<file path="src/rtl/core/lfpa_pkg.sv">
// ============================================================================
// lfpa_pkg: shared types and constants of the LED frame playback addresser
// Field widths, register indexes, reset values and the structs that travel
// between the front end, the command queue and the back end.
// ============================================================================
package lfpa_pkg;

    // Field widths.
    localparam int ADDR_W     = 25;
    localparam int PIX_W      = 6;
    localparam int CNT_W      = 7;
    localparam int FRAME_W    = 16;
    localparam int TIME_W     = 32;
    localparam int BASE_W     = 24;
    localparam int LEN_W      = 24;
    localparam int FPS_W      = 8;
    localparam int DEN_W      = 18;
    localparam int OFF_W      = 8;
    localparam int DIV_CNT_W  = 5;
    localparam int CFG_IDX_W  = 3;
    localparam int CFG_DATA_W = 24;

    // Command queue geometry.
    localparam int CMD_DEPTH  = 2;
    localparam int CMD_PTR_W  = 1;
    localparam int CMD_CNT_W  = 2;

    // Milliseconds in one second.
    localparam int MS_PER_S   = 1000;

    // Input opcodes.
    localparam logic OP_TICK = 1'b0;
    localparam logic OP_SYNC = 1'b1;

    // Configuration register indexes.
    localparam logic [CFG_IDX_W-1:0] REG_PRESENT = 3'd0;
    localparam logic [CFG_IDX_W-1:0] REG_BASE    = 3'd1;
    localparam logic [CFG_IDX_W-1:0] REG_LENGTH  = 3'd2;
    localparam logic [CFG_IDX_W-1:0] REG_FRAMES  = 3'd3;
    localparam logic [CFG_IDX_W-1:0] REG_FPS     = 3'd4;
    localparam logic [CFG_IDX_W-1:0] REG_STRIP   = 3'd5;

    // Configuration reset values.
    localparam logic              RST_PRESENT = 1'b0;
    localparam logic [BASE_W-1:0] RST_BASE    = 24'd768;
    localparam logic [LEN_W-1:0]  RST_LENGTH  = 24'd150;
    localparam logic [FRAME_W-1:0] RST_FRAMES = 16'd50;
    localparam logic [FPS_W-1:0]  RST_FPS     = 8'd10;
    localparam logic [CNT_W-1:0]  RST_STRIP   = 7'd50;

    // Configuration register file contents.
    typedef struct packed {
        logic               present;
        logic [BASE_W-1:0]  base;
        logic [LEN_W-1:0]   length;
        logic [FRAME_W-1:0] frames;
        logic [FPS_W-1:0]   fps;
        logic [CNT_W-1:0]   strip;
    } cfg_t;

    // One frame command from the front end to the back end.
    typedef struct packed {
        logic               blank_all;
        logic [FRAME_W-1:0] frame;
    } cmd_t;

    // Command queue status.
    typedef struct packed {
        logic                 full;
        logic                 empty;
        logic [CMD_CNT_W-1:0] count;
    } fifo_stat_t;

endpackage

</file>
<file path="src/rtl/core/lfpa_if.sv">
// ============================================================================
// lfpa_if: item and result channels of the LED frame playback addresser
// Valid/ready channels; a transfer happens on a clock edge with both high.
// ============================================================================

// Input item channel.
interface lfpa_in_if;
    logic                         valid;
    logic                         ready;
    logic                         opcode;
    logic [lfpa_pkg::TIME_W-1:0]  now_ms;
    logic [lfpa_pkg::FRAME_W-1:0] sync_frame;

    modport source (output valid, output opcode, output now_ms, output sync_frame,
                    input ready);
    modport sink   (input valid, input opcode, input now_ms, input sync_frame,
                    output ready);
endinterface

// Result channel.
interface lfpa_out_if;
    logic                        valid;
    logic                        ready;
    logic [lfpa_pkg::PIX_W-1:0]  pixel_index;
    logic [lfpa_pkg::ADDR_W-1:0] source_address;
    logic                        blank;
    logic                        last;

    modport source (output valid, output pixel_index, output source_address,
                    output blank, output last, input ready);
    modport sink   (input valid, input pixel_index, input source_address,
                    input blank, input last, output ready);
endinterface

</file>
<file path="src/rtl/core/led_frame_playback_addresser.sv">
// Plays an LED animation stored in flash by giving, for every LED of a due
// frame, the flash byte address of its red byte. A sync item or a tick that is
// not due yields nothing. A tick with no pattern present yields one blank
// result per LED, one per cycle while the output is taken; its command passes
// through the command queue and the sequencer before the output register is
// loaded. For a due frame the back end pops the command, finds the frame width
// with a restoring divider, then does the multiply and the add, and loads the
// output register with the first result. It then gives one result per cycle
// while the output is taken. A two-entry command queue lets new ticks be
// taken while a frame is still being emitted.

// ============================================================================
// led_frame_playback_addresser: top level
// Configuration registers, front end, command queue and back end.
// ============================================================================
module led_frame_playback_addresser #(
    parameter int MAX_LEDS = 64
) (
    input  logic                            clk,
    input  logic                            rst_n,
    input  logic                            wr_en,
    input  logic [lfpa_pkg::CFG_IDX_W-1:0]  wr_index,
    input  logic [lfpa_pkg::CFG_DATA_W-1:0] wr_data,
    lfpa_in_if.sink                         item,
    lfpa_out_if.source                      result
);
    import lfpa_pkg::*;

    cfg_t             cfg_reg, cfg_next;
    logic [CNT_W-1:0] n_leds;
    logic             push;
    logic             pop;
    cmd_t             cmd_in;
    cmd_t             cmd_out;
    fifo_stat_t       q_stat;

    // Configuration writes.
    always_comb
    begin
        cfg_next = cfg_reg;
        if (wr_en)
        begin
            case (wr_index)
                REG_PRESENT: cfg_next.present = wr_data[0];
                REG_BASE:    cfg_next.base    = wr_data[BASE_W-1:0];
                REG_LENGTH:  cfg_next.length  = wr_data[LEN_W-1:0];
                REG_FRAMES:  cfg_next.frames  = wr_data[FRAME_W-1:0];
                REG_FPS:     cfg_next.fps     = wr_data[FPS_W-1:0];
                REG_STRIP:   cfg_next.strip   = wr_data[CNT_W-1:0];
                default:     cfg_next         = cfg_reg;
            endcase
        end
    end

    always_ff @(posedge clk or negedge rst_n)
    begin
        if (!rst_n)
        begin
            cfg_reg.present <= RST_PRESENT;
            cfg_reg.base    <= RST_BASE;
            cfg_reg.length  <= RST_LENGTH;
            cfg_reg.frames  <= RST_FRAMES;
            cfg_reg.fps     <= RST_FPS;
            cfg_reg.strip   <= RST_STRIP;
        end
        else
        begin
            cfg_reg <= cfg_next;
        end
    end

    // Strip lengths beyond the supported count are clamped.
    assign n_leds = (cfg_reg.strip > CNT_W'(MAX_LEDS)) ? CNT_W'(MAX_LEDS) : cfg_reg.strip;

    lfpa_front u_front (
        .clk    (clk),
        .rst_n  (rst_n),
        .cfg    (cfg_reg),
        .item   (item),
        .q_full (q_stat.full),
        .push   (push),
        .cmd    (cmd_in)
    );

    lfpa_cmd_fifo u_fifo (
        .clk     (clk),
        .rst_n   (rst_n),
        .push    (push),
        .wr_data (cmd_in),
        .pop     (pop),
        .rd_data (cmd_out),
        .stat    (q_stat)
    );

    lfpa_back u_back (
        .clk     (clk),
        .rst_n   (rst_n),
        .cfg     (cfg_reg),
        .n_leds  (n_leds),
        .q_empty (q_stat.empty),
        .q_data  (cmd_out),
        .pop     (pop),
        .result  (result)
    );

    // A stalled result stays on the output unchanged until it is taken.
    a_hold_stable: assert property (@(posedge clk) disable iff (!rst_n)
        (result.valid && !result.ready) |=> (result.valid
            && $stable(result.pixel_index) && $stable(result.source_address)
            && $stable(result.blank) && $stable(result.last)))
        else $error("stalled result changed before its transfer");

    // Blank results always carry a zero address.
    a_blank_addr: assert property (@(posedge clk) disable iff (!rst_n)
        (result.valid && result.blank) |-> (result.source_address == '0))
        else $error("blank result with a nonzero address");

    // A sync transfer never adds a frame command.
    a_sync_no_cmd: assert property (@(posedge clk) disable iff (!rst_n)
        (item.valid && item.ready && (item.opcode == OP_SYNC))
        |=> (q_stat.count <= $past(q_stat.count)))
        else $error("sync transfer queued a frame command");

endmodule

</file>
<file path="src/rtl/core/lfpa_front.sv">
// ============================================================================
// lfpa_front: item intake and frame scheduling
// Takes ticks and syncs, keeps the frame number and the last frame time, and
// queues one command for every tick that produces a frame of results.
// ============================================================================
module lfpa_front (
    input  logic           clk,
    input  logic           rst_n,
    input  lfpa_pkg::cfg_t cfg,
    lfpa_in_if.sink        item,
    input  logic           q_full,
    output logic           push,
    output lfpa_pkg::cmd_t cmd
);
    import lfpa_pkg::*;

    logic [FRAME_W-1:0] cur_frame_reg, cur_frame_next;
    logic [TIME_W-1:0]  last_time_reg, last_time_next;

    logic               fire;
    logic               is_tick;
    logic [TIME_W-1:0]  elapsed;
    logic [10:0]        elapsed_p1;
    logic [18:0]        scaled;
    logic               due;
    logic [FRAME_W:0]   frame_inc;

    // Accept whenever the queue has room.
    assign item.ready = !q_full;
    assign fire       = item.valid && item.ready;
    assign is_tick    = (item.opcode == OP_TICK);

    // Due test: floor(1000/fps) <= e holds exactly when (e+1)*fps > 1000.
    // Any elapsed time of a second or more is due for every nonzero rate.
    assign elapsed    = item.now_ms - last_time_reg;
    assign elapsed_p1 = {1'b0, elapsed[9:0]} + 11'd1;
    assign scaled     = 19'(elapsed_p1 * cfg.fps);
    assign due        = (cfg.fps == '0) || (elapsed >= TIME_W'(MS_PER_S))
                        || (scaled > 19'(MS_PER_S));

    // A frame command goes out for blank ticks and for due ticks.
    assign push          = fire && is_tick && (!cfg.present || due);
    assign cmd.blank_all = !cfg.present;
    assign cmd.frame     = cur_frame_reg;

    // Frame and time bookkeeping.
    assign frame_inc = {1'b0, cur_frame_reg} + 17'd1;

    always_comb
    begin
        cur_frame_next = cur_frame_reg;
        last_time_next = last_time_reg;
        if (fire)
        begin
            if (!is_tick)
            begin
                cur_frame_next = item.sync_frame;
                last_time_next = '0;
            end
            else if (cfg.present && due)
            begin
                last_time_next = item.now_ms;
                if (frame_inc >= {1'b0, cfg.frames})
                    cur_frame_next = '0;
                else
                    cur_frame_next = frame_inc[FRAME_W-1:0];
            end
        end
    end

    always_ff @(posedge clk or negedge rst_n)
    begin
        if (!rst_n)
        begin
            cur_frame_reg <= '0;
            last_time_reg <= '0;
        end
        else
        begin
            cur_frame_reg <= cur_frame_next;
            last_time_reg <= last_time_next;
        end
    end

endmodule

</file>
<file path="src/rtl/core/lfpa_cmd_fifo.sv">
// ============================================================================
// lfpa_cmd_fifo: frame command queue
// A short first-in first-out queue that lets the front end run ahead of the
// back end while it emits a frame.
// ============================================================================
module lfpa_cmd_fifo (
    input  logic                 clk,
    input  logic                 rst_n,
    input  logic                 push,
    input  lfpa_pkg::cmd_t       wr_data,
    input  logic                 pop,
    output lfpa_pkg::cmd_t       rd_data,
    output lfpa_pkg::fifo_stat_t stat
);
    import lfpa_pkg::*;

    cmd_t                 entry_reg [CMD_DEPTH];
    logic [CMD_PTR_W-1:0] wr_ptr_reg, wr_ptr_next;
    logic [CMD_PTR_W-1:0] rd_ptr_reg, rd_ptr_next;
    logic [CMD_CNT_W-1:0] count_reg, count_next;
    logic                 do_wr;
    logic                 do_rd;

    assign stat.full  = (count_reg == CMD_CNT_W'(CMD_DEPTH));
    assign stat.empty = (count_reg == '0);
    assign stat.count = count_reg;
    assign rd_data    = entry_reg[rd_ptr_reg];

    assign do_wr = push && !stat.full;
    assign do_rd = pop && !stat.empty;

    // Pointer and fill count update.
    always_comb
    begin
        wr_ptr_next = do_wr ? wr_ptr_reg + 1'b1 : wr_ptr_reg;
        rd_ptr_next = do_rd ? rd_ptr_reg + 1'b1 : rd_ptr_reg;
        count_next  = count_reg;
        if (do_wr && !do_rd)
            count_next = count_reg + 1'b1;
        else if (do_rd && !do_wr)
            count_next = count_reg - 1'b1;
    end

    always_ff @(posedge clk or negedge rst_n)
    begin
        if (!rst_n)
        begin
            wr_ptr_reg <= '0;
            rd_ptr_reg <= '0;
            count_reg  <= '0;
        end
        else
        begin
            wr_ptr_reg <= wr_ptr_next;
            rd_ptr_reg <= rd_ptr_next;
            count_reg  <= count_next;
        end
    end

    // Entry storage needs no reset.
    always_ff @(posedge clk)
    begin
        if (do_wr)
            entry_reg[wr_ptr_reg] <= wr_data;
    end

endmodule

</file>
<file path="src/rtl/core/lfpa_back.sv">
// ============================================================================
// lfpa_back: frame address generation
// Takes one frame command at a time; for a non-blank command it works out the
// frame width with a restoring divider and the frame start with one multiply
// and one add. It then emits one result per LED through an output register.
// ============================================================================
module lfpa_back (
    input  logic                          clk,
    input  logic                          rst_n,
    input  lfpa_pkg::cfg_t                cfg,
    input  logic [lfpa_pkg::CNT_W-1:0]    n_leds,
    input  logic                          q_empty,
    input  lfpa_pkg::cmd_t                q_data,
    output logic                          pop,
    lfpa_out_if.source                    result
);
    import lfpa_pkg::*;

    localparam logic [2:0] S_IDLE = 3'd0;
    localparam logic [2:0] S_DIV  = 3'd1;
    localparam logic [2:0] S_MUL  = 3'd2;
    localparam logic [2:0] S_ADD  = 3'd3;
    localparam logic [2:0] S_EMIT = 3'd4;

    logic [2:0]           state_reg, state_next;
    logic                 blank_reg, blank_next;
    logic [FRAME_W-1:0]   frame_reg, frame_next;
    logic [CNT_W-1:0]     n_reg, n_next;
    logic [LEN_W-1:0]     dvd_reg, dvd_next;
    logic [DEN_W:0]       rem_reg, rem_next;
    logic [DEN_W-1:0]     den_reg, den_next;
    logic [DIV_CNT_W-1:0] bit_cnt_reg, bit_cnt_next;
    logic [ADDR_W-1:0]    prod_reg, prod_next;
    logic [ADDR_W-1:0]    start_reg, start_next;
    logic [CNT_W-1:0]     k_reg, k_next;
    logic [CNT_W-1:0]     m_reg, m_next;
    logic [OFF_W-1:0]     off_reg, off_next;

    logic                 out_valid_reg, out_valid_next;
    logic [PIX_W-1:0]     pix_reg, pix_next;
    logic [ADDR_W-1:0]    addr_reg, addr_next;
    logic                 oblank_reg, oblank_next;
    logic                 last_reg, last_next;

    logic [DEN_W-1:0]     den_calc;
    logic [DEN_W:0]       rem_shift;
    logic [ADDR_W-1:0]    width3;
    logic [ADDR_W+FRAME_W-1:0] prod_full;
    logic [CNT_W-1:0]     k_p1;
    logic [CNT_W-1:0]     m_p1;
    logic                 load_ok;
    logic                 final_led;

    assign result.valid          = out_valid_reg;
    assign result.pixel_index    = pix_reg;
    assign result.source_address = addr_reg;
    assign result.blank          = oblank_reg;
    assign result.last           = last_reg;

    // Datapath helpers.
    assign den_calc  = {1'b0, cfg.frames, 1'b0} + {2'b00, cfg.frames};
    assign rem_shift = {rem_reg[DEN_W-1:0], dvd_reg[LEN_W-1]};
    assign width3    = {dvd_reg, 1'b0} + {1'b0, dvd_reg};
    assign prod_full = width3 * frame_reg;
    assign k_p1      = k_reg + 1'b1;
    assign m_p1      = m_reg + 1'b1;
    assign load_ok   = !out_valid_reg || result.ready;
    assign final_led = (k_p1 == n_reg);

    // Sequencer.
    always_comb
    begin
        state_next     = state_reg;
        blank_next     = blank_reg;
        frame_next     = frame_reg;
        n_next         = n_reg;
        dvd_next       = dvd_reg;
        rem_next       = rem_reg;
        den_next       = den_reg;
        bit_cnt_next   = bit_cnt_reg;
        prod_next      = prod_reg;
        start_next     = start_reg;
        k_next         = k_reg;
        m_next         = m_reg;
        off_next       = off_reg;
        pix_next       = pix_reg;
        addr_next      = addr_reg;
        oblank_next    = oblank_reg;
        last_next      = last_reg;
        pop            = 1'b0;

        // The output slot empties on a transfer.
        out_valid_next = out_valid_reg && !result.ready;

        case (state_reg)
            S_IDLE:
            begin
                if (!q_empty)
                begin
                    pop          = 1'b1;
                    frame_next   = q_data.frame;
                    n_next       = n_leds;
                    k_next       = '0;
                    m_next       = '0;
                    off_next     = '0;
                    dvd_next     = cfg.length;
                    rem_next     = '0;
                    den_next     = den_calc;
                    bit_cnt_next = '0;
                    blank_next   = q_data.blank_all;
                    state_next   = q_data.blank_all ? S_EMIT : S_DIV;
                end
            end

            // One quotient bit per cycle; the quotient replaces the dividend.
            S_DIV:
            begin
                if (rem_shift >= {1'b0, den_reg})
                begin
                    rem_next = rem_shift - {1'b0, den_reg};
                    dvd_next = {dvd_reg[LEN_W-2:0], 1'b1};
                end
                else
                begin
                    rem_next = rem_shift;
                    dvd_next = {dvd_reg[LEN_W-2:0], 1'b0};
                end
                bit_cnt_next = bit_cnt_reg + 1'b1;
                if (bit_cnt_reg == DIV_CNT_W'(LEN_W - 1))
                    state_next = S_MUL;
            end

            // A zero width (or no frames) blanks the whole frame.
            S_MUL:
            begin
                if ((den_reg == '0) || (dvd_reg == '0))
                begin
                    blank_next = 1'b1;
                    state_next = S_EMIT;
                end
                else
                begin
                    prod_next  = prod_full[ADDR_W-1:0];
                    state_next = S_ADD;
                end
            end

            S_ADD:
            begin
                start_next = {1'b0, cfg.base} + prod_reg;
                state_next = S_EMIT;
            end

            // One LED per cycle while the output slot can take it.
            S_EMIT:
            begin
                if (n_reg == '0)
                    state_next = S_IDLE;
                else if (load_ok)
                begin
                    out_valid_next = 1'b1;
                    pix_next       = k_reg[PIX_W-1:0];
                    addr_next      = blank_reg ? '0 : start_reg + ADDR_W'(off_reg);
                    oblank_next    = blank_reg;
                    last_next      = final_led;
                    k_next         = k_p1;
                    if ({{(LEN_W-CNT_W){1'b0}}, m_p1} == dvd_reg)
                    begin
                        m_next   = '0;
                        off_next = '0;
                    end
                    else
                    begin
                        m_next   = m_p1;
                        off_next = off_reg + OFF_W'(3);
                    end
                    if (final_led)
                        state_next = S_IDLE;
                end
            end

            default:
            begin
                state_next = S_IDLE;
            end
        endcase
    end

    // Control state.
    always_ff @(posedge clk or negedge rst_n)
    begin
        if (!rst_n)
        begin
            state_reg     <= S_IDLE;
            out_valid_reg <= 1'b0;
        end
        else
        begin
            state_reg     <= state_next;
            out_valid_reg <= out_valid_next;
        end
    end

    // Datapath registers.
    always_ff @(posedge clk)
    begin
        blank_reg   <= blank_next;
        frame_reg   <= frame_next;
        n_reg       <= n_next;
        dvd_reg     <= dvd_next;
        rem_reg     <= rem_next;
        den_reg     <= den_next;
        bit_cnt_reg <= bit_cnt_next;
        prod_reg    <= prod_next;
        start_reg   <= start_next;
        k_reg       <= k_next;
        m_reg       <= m_next;
        off_reg     <= off_next;
        pix_reg     <= pix_next;
        addr_reg    <= addr_next;
        oblank_reg  <= oblank_next;
        last_reg    <= last_next;
    end

endmodule
</file>
<file path="src/flat_wrapper.sv">
// flat-port wrapper written by rule: the top's interface ports become plain ports
module led_frame_playback_addresser_flat import lfpa_pkg::*;
#(
    parameter int MAX_LEDS = 64
)
  (clk, rst_n, wr_en, wr_index, wr_data, item_valid, item_opcode, item_now_ms, item_sync_frame, item_ready, result_valid, result_pixel_index, result_source_address, result_blank, result_last, result_ready);
  lfpa_in_if item_i ();
  lfpa_out_if result_i ();
  input  logic clk;
  input  logic rst_n;
  input  logic wr_en;
  input  logic [lfpa_pkg::CFG_IDX_W-1:0] wr_index;
  input  logic [lfpa_pkg::CFG_DATA_W-1:0] wr_data;
  input wire logic [$bits(item_i.valid)-1:0] item_valid;
  input wire logic [$bits(item_i.opcode)-1:0] item_opcode;
  input wire logic [$bits(item_i.now_ms)-1:0] item_now_ms;
  input wire logic [$bits(item_i.sync_frame)-1:0] item_sync_frame;
  output wire logic [$bits(item_i.ready)-1:0] item_ready;
  output wire logic [$bits(result_i.valid)-1:0] result_valid;
  output wire logic [$bits(result_i.pixel_index)-1:0] result_pixel_index;
  output wire logic [$bits(result_i.source_address)-1:0] result_source_address;
  output wire logic [$bits(result_i.blank)-1:0] result_blank;
  output wire logic [$bits(result_i.last)-1:0] result_last;
  input wire logic [$bits(result_i.ready)-1:0] result_ready;
  assign item_i.valid = item_valid;
  assign item_i.opcode = item_opcode;
  assign item_i.now_ms = item_now_ms;
  assign item_i.sync_frame = item_sync_frame;
  assign item_ready = item_i.ready;
  assign result_valid = result_i.valid;
  assign result_pixel_index = result_i.pixel_index;
  assign result_source_address = result_i.source_address;
  assign result_blank = result_i.blank;
  assign result_last = result_i.last;
  assign result_i.ready = result_ready;
  led_frame_playback_addresser #(.MAX_LEDS(MAX_LEDS)) u_core (.clk(clk), .rst_n(rst_n), .wr_en(wr_en), .wr_index(wr_index), .wr_data(wr_data), .item(item_i), .result(result_i));
endmodule
</file>
<file path="config.mk">
export PLATFORM = sky130hd
export DESIGN_NAME = led_frame_playback_addresser_flat
export DESIGN_NICKNAME = d
export VERILOG_FILES = /design/src/rtl/core/lfpa_pkg.sv /design/src/rtl/core/lfpa_if.sv /design/src/rtl/core/led_frame_playback_addresser.sv /design/src/rtl/core/lfpa_front.sv /design/src/rtl/core/lfpa_cmd_fifo.sv /design/src/rtl/core/lfpa_back.sv /design/src/flat_wrapper.sv
export SDC_FILE = /design/constraint.sdc
export NUM_CORES = 2
export LEC_CHECK = 0
export BUFFER_PORTS_ARGS = -buffer_cell sky130_fd_sc_hd__buf_4
export CORE_MARGIN = 2
export CORE_UTILIZATION = 55
export DETAILED_ROUTE_END_ITERATION = 8
export MAX_ROUTING_LAYER = met4
export PLACE_DENSITY = 0.73
export SYNTH_ARGS = -nofsm -noshare
export SYNTH_HDL_FRONTEND = slang
export SYNTH_SLANG_ARGS = --single-unit
</file>
<file path="constraint.sdc">
create_clock -name clk -period 11.1 [get_ports clk]
set_clock_uncertainty 0.05 [all_clocks]
set_input_delay 1.665 -clock clk [delete_from_list [all_inputs] [get_ports clk]]
set_output_delay 1.665 -clock clk [all_outputs]
set_load 0.02 [all_outputs]
</file>
======== Word-level counts from Yosys, hierarchy flattened ========
Memory sizes are Yosys's and may differ from the RTL's.
Cells that the tools add are included.
Widths: inputs -> output; s select.
cells by class
  add/subtract/negate cells ............... 16
  $mul .................................... 2
  $lt $le $gt $ge ......................... 5
  equality and inequality tests ........... 20
  muxes and demuxes ....................... 46
  bitwise operators ....................... 4
  reductions and logical operators ........ 47
operators with widths
  cell                  count
  $mux 32               2
  $mux 16               3
  $pmux 24 s2           1
  $mux 7                6
  $mux 18               2
  $pmux 18 s2           1
  $ge 32x10->1 const B  1
  $mux 8                4
  $sub 32x32->32        1
  $pmux 7 s2            2
  $add 24x25->25        1
  $add 25x24->25        1
  $add 25x8->25         1
  $mul 25x16->25        1
  $eq 7x24->1           1
  $logic_not 24->1      1
  $mux 24               1
  $mux 3                7
  $reduce_and 2->1      10
  $ge 19x18->1          1
  $gt 19x10->1 const B  1
  $mul 11x8->19         1
  $add 17x16->18        1
  $logic_not 18->1      1
  other kinds (37)      88
word-level totals
  register bits after elaboration ......... 330
  memory bits (writable) .................. 34
  bits of input ports ..................... 81
  output and inout bits ................... 35
  logic and storage cells ................. 170
  memories kept ........................... 1
memories
  name                     depth  bits a word  rd ports  clocked after Yosys merged registers in  wr ports  RTL line             text
  u_core.u_fifo.entry_reg  2      17           1         0                                        1         lfpa_cmd_fifo.sv:17  cmd_t entry_reg [CMD_DEPTH];

======== Logic depth before layout (Yosys ltp) ========
  depth after elaboration ................. 12
  mapped depth ............................ 39
  depth with buffers taken out ............ 39

======== Modules after synthesis ========
Synthesis repeated with hierarchy kept, for this count alone.
second synthesis, totals
  cell total of the unflattened synthesis .. 3433
  area, all modules ....................... 33304.4 um^2
by module, submodules not included
  module                        instances  cells each  area each (um^2)  seq. area each (um^2)
  lfpa_back                     1          2085        20081.8           5925.7
  lfpa_front                    1          1095        8485.6            1201.2
  led_frame_playback_addresser  1          181         3263.1            2019.4
  lfpa_cmd_fifo                 1          72          1473.9            1121.1

======== Least setup slack after synthesis ========
OpenSTA, ideal clock, no wires.
  path type ............................... input to register
  start point ............................. in item_now_ms[0]
  end point ............................... mem u_core.u_fifo.entry_reg[1][0] in the netlist's numbering (enable)
  library setup time ...................... 0.324 ns
  arrival ................................. 9.269 ns
  required time ........................... 10.726 ns
  setup slack ............................. 1.457 ns
  stages on the path ...................... 36
  buffers on the path ..................... 0
  path through ............................ inv_1 ha_1 inv_1 fa_1 a21o_1 a21oi_1 o21ai_1 a21boi_1 o21ba_2 xnor2_1 nand4_1 nor2_1 xnor2_1 nor2b_1 fa_1 fa_1 fa_1 inv_1 fa_1 inv_1 ha_1 a21oi_1 nor2b_1 o21ai_0 nor2_1 a211oi_1 nand4_1 nor4_1 nand4_1 nor4_1 nand4_1 or4_1 nor4b_4 a211o_1 inv_1 and2_1
on the way
  word-level cells in the longest chain between the ends .. 10
  elaborated cells on any way between the ends .. 12
  classes of those cells .................. add/sub: 2; mul: 1; order compare: 2; mux: 2; reduce/logical: 5
RTL lines
  element                           RTL line             text
  start, declared                   flat_wrapper.sv:16   input wire logic [$bits(item_i.now_ms)-1:0] item_now_ms;
  $sub 32x32->32 (*)                lfpa_front.sv:35     assign elapsed = item.now_ms - last_time_reg;
  $add 10x1->11                     lfpa_front.sv:36     assign elapsed_p1 = {1'b0, elapsed[9:0]} + 11'd1;
  $mul 11x8->19                     lfpa_front.sv:37     assign scaled = 19'(elapsed_p1 * cfg.fps);
  $gt 19x10->1                      lfpa_front.sv:39     || (scaled > 19'(MS_PER_S));
  $logic_or 1x1->1 (*)              lfpa_front.sv:39
  $logic_or 1x1->1 (*)              lfpa_front.sv:42     assign push = fire && is_tick && (!cfg.present || due);
  $logic_and 1x1->1 (*)             lfpa_front.sv:42
  $logic_and 1x1->1 (*)             lfpa_cmd_fifo.sv:29  assign do_wr = push && !stat.full;
  net u_core.u_fifo.do_wr           lfpa_cmd_fifo.sv:21  logic do_wr;
  $mux 1 (*)                        lfpa_cmd_fifo.sv:63  if (do_wr)
  $mux 1 (implied by the code) (*)  lfpa_cmd_fifo.sv:64  entry_reg[wr_ptr_reg] <= wr_data;
  end, declared                     lfpa_cmd_fifo.sv:17
Mark *: on every way through the listed nets, which the timed path passes. The rest lies on a longest branch.

======== Worst setup path in the final report ========
  start point ............................. in item_now_ms[0]
  end point ............................... reg u_core.u_front.cur_frame_reg[11]
on the way
  word-level cells in the longest chain between the ends .. 8
  elaborated cells on any way between the ends .. 10
  classes of those cells .................. add/sub: 2; mul: 1; order compare: 2; reduce/logical: 5
RTL lines
  element                          RTL line          text
  $sub 32x32->32 (*)               lfpa_front.sv:35
  $add 10x1->11                    lfpa_front.sv:36
  $mul 11x8->19                    lfpa_front.sv:37
  $gt 19x10->1                     lfpa_front.sv:39
  $logic_or 1x1->1 (*)             lfpa_front.sv:39
  $logic_and 1x1->1 (*)            lfpa_front.sv:60  else if (cfg.present && due)
  $reduce_bool 2->1 (no line) (*)  n/a
  $reduce_and 2->1 (no line) (*)   n/a
  end signal, assigned             lfpa_front.sv:80  cur_frame_reg <= cur_frame_next;
  end, declared                    lfpa_front.sv:17  logic [FRAME_W-1:0] cur_frame_reg, cur_frame_next;
Every way passes the cells marked *; elsewhere a longest branch is shown, timed or not.
A chain may end at the register's enable or synchronous reset.

==> impl_metrics.ini <==
[run_status]
status = finished, final reports clean

[drt]
avgRoutedWirePerCell_microns = 19.2
viasPerCell = 5.70
vias = 23000
drtPass1Iterations = 5
route.detailed.drc = 0
totalWireLength_mm = 77.5
first_iter_violations = 1538
drtAntennaViolNets = 0

[sta]
tightestPinTransition_ns = 1.33
fin_crit_sh = 0.931
maxSlewViolCount = 0
tns_ns = 0
setup_violations = 0
hold_viol = 0
min_period_ns = 10.33
rsz0062_at_grt = no
fmax_ghz = 0.0968
setup_slack_ns = 0.770
slew_headroom = 0.116

[cells_and_area]
final_common_cell = inv_1
final_cell_mix = 472 x inv_1, 266 x fa_1, 257 x nand2_1
drive_above_1_share = 0.108
finalNetCount = 3845
area_growth_pct = 10.2
largest_reg_flops = 80
fin_area_sq_um = 34900

[synthesis]
ys_async_sr_fraction = 0.374
syn_nets = 3742
syn_inst = 3141
mappedNetlistArea_sq_um = 31700
synth_cell_types = 76
synth-main-ff-cell = edfxtp_1
ys_seq_elements = 364
avgSynthCellArea_sq_um = 10.1
ys_seq_area_frac = 0.324
synthTopCellsByArea = edfxtp_1 22%, fa_1 17%, ha_1 10%
ys_warn_count = 0
synth_edf_count = 228
yosysTopAreaCell = edfxtp_1
synth_top_area_frac = 0.216

[floorplan]
core_area_sq_um = 56700
rows = 87
start_util = 0.559
fp.dieH_microns = 244
io_pins = 116
die_w_microns = 244
die_area_sq_um = 59600

[clock_network]
clock_latency_ns = 0.57
clock_path_buffers = 3
numClockSinks = 364
htreeDepth = 2
cts_inserted_buffers = 39
root_buffer = clkbuf_16
cts.clk_slew.worst_paths_ns = 0.06
cts_setup_buffers = 0
hold_buffers = 0
tritoncts = built
cts_resized = 0

[placed_design]
io_buffers = 115
placed_area_sq_um = 33500
preCtsSetupSlack_ns = 0.326
gp_congestion = 0.909
dpl.hpwl_mm = 59.8

[global_route]
grt_use_total = 0.274
grt_first_pass_wirelength_mm = 126
grt-busiest-layer = met2
grt_pass1_vias = 24100
globalRouteMet2Util = 0.452
grt_start_max_net_pins = 87
antenna_found_initial = 3
grt-ovfl-total = 0
grtUsageMet1 = 0.354
use_met3 = 0.0382

[worst_setup_path]
worstPathMaxFanout = 15
critPathSlowestCell = xnor2_1
arrival_ns = 10.71
worst_setup_path_start_kind = input port
cp_common_cell = fa_1
worstSetupEndpointType = flop
slowest_delay_ns = 0.58
crit_type = input port to flop
required_ns = 11.48

[run]
max-cap-violations = 0

[min_path]
min_path_type = flop to flop
[through the flow]
step | util | hold slack (ns) | std cells
2_1_floorplan | - | 0.374 | 3141
3_3_place_gp | 0.591 | 0.429 | 3959
3_5_place_dp | 0.591 | 0.441 | 3959
4_1_cts | 0.616 | 0.456 | 4031
5_1_grt | 0.616 | 0.462 | 4033
6_report | 0.616 | 0.451 | 4033
[layout make-up]
cell class                      instances  area [sq um]
Multi-Input combinational cell       2214         19400
Timing Repair Buffer                  152          1140
Sequential cell                       364         10300
Antenna cell                            2          5.00
Tap cell                              756           946
Clock inverter                         11           156
Inverter                              473          1780
Clock buffer                           61          1230
Fill cell                            4628         21800
[per-layer routing]
layer	vias up	part of all wire
li1	10700	-
met1	11400	0.42
met4	0	0.029
met3	132	0.062
met2	750	0.49
met5	-	0
[kinds of logic after synthesis]
logic type | Yosys count | share of synthesized area
AND/OR/NAND/NOR | 890 | 0.142
buffers and inverters | 563 | 0.0674
adder cells (fa/ha/maj) | 520 | 0.268
AO/OA/AOI/OAI | 484 | 0.101
flip-flops | 364 | 0.324
XOR/XNOR | 202 | 0.0567
multiplexers | 118 | 0.0413
[critical path: cells and delay by family]
kind	cells	cell delay, ns
muxes	1	0.34
buffers and inverters	7	0.76
adders and majority gates	7	2.95
xor gates and xnor gates	2	0.71
and+or+nand+nor	13	2.37
AOI/OAI and AO/OA	9	1.89
[synthesized netlist by cell type, types with 5 or more instances]
cell type	number
a21oi_1	118
edfxtp_1	228
a211o_1	5
ha_1	254
a21o_1	53
and2_1	207
a22o_1	31
nor4_1	20
o21ai_1	6
o21ai_0	108
inv_1	472
clkbuf_1	83
a211oi_1	11
dfrtp_1	122
o21a_1	16
a2bb2oi_1	7
or4_1	8
or3_1	13
nor3_1	33
o2111ai_1	7
nand2_1	259
and3_1	21
o21bai_1	21
xnor2_1	137
o2bb2a_1	8
mux2i_1	17
nor2_1	158
o211ai_1	5
nand4_1	31
nand2b_1	25
xor2_1	63
a31oi_1	8
nor2b_1	61
nand3_1	38
dfstp_2	14
mux2_2	94
o31ai_1	7
fa_1	266
mux2_1	7
a21boi_0	17
o22ai_1	17
[worst paths after layout]
path                                                  from                               end  slack, ns  cells after the start
min reg2reg                       u_core.u_fifo.wr_ptr_reg          u_core.u_fifo.wr_ptr_reg       0.45                      1
min in group asynchronous                            rst_n  u_core.u_front.cur_frame_reg[12]       1.14                      1
min                               u_core.u_fifo.wr_ptr_reg          u_core.u_fifo.wr_ptr_reg       0.45                      1
max in group asynchronous                            rst_n                u_core.cfg_reg[56]       8.60                      2
max                                         item_now_ms[0]  u_core.u_front.cur_frame_reg[11]       0.77                     39
max reg2reg                u_core.u_front.last_time_reg[0]  u_core.u_front.cur_frame_reg[11]       1.64                     37
Power is left out: the tool's default activity adds up to more than one toggle a clock period on the data nets, which glitch-free logic cannot reach.
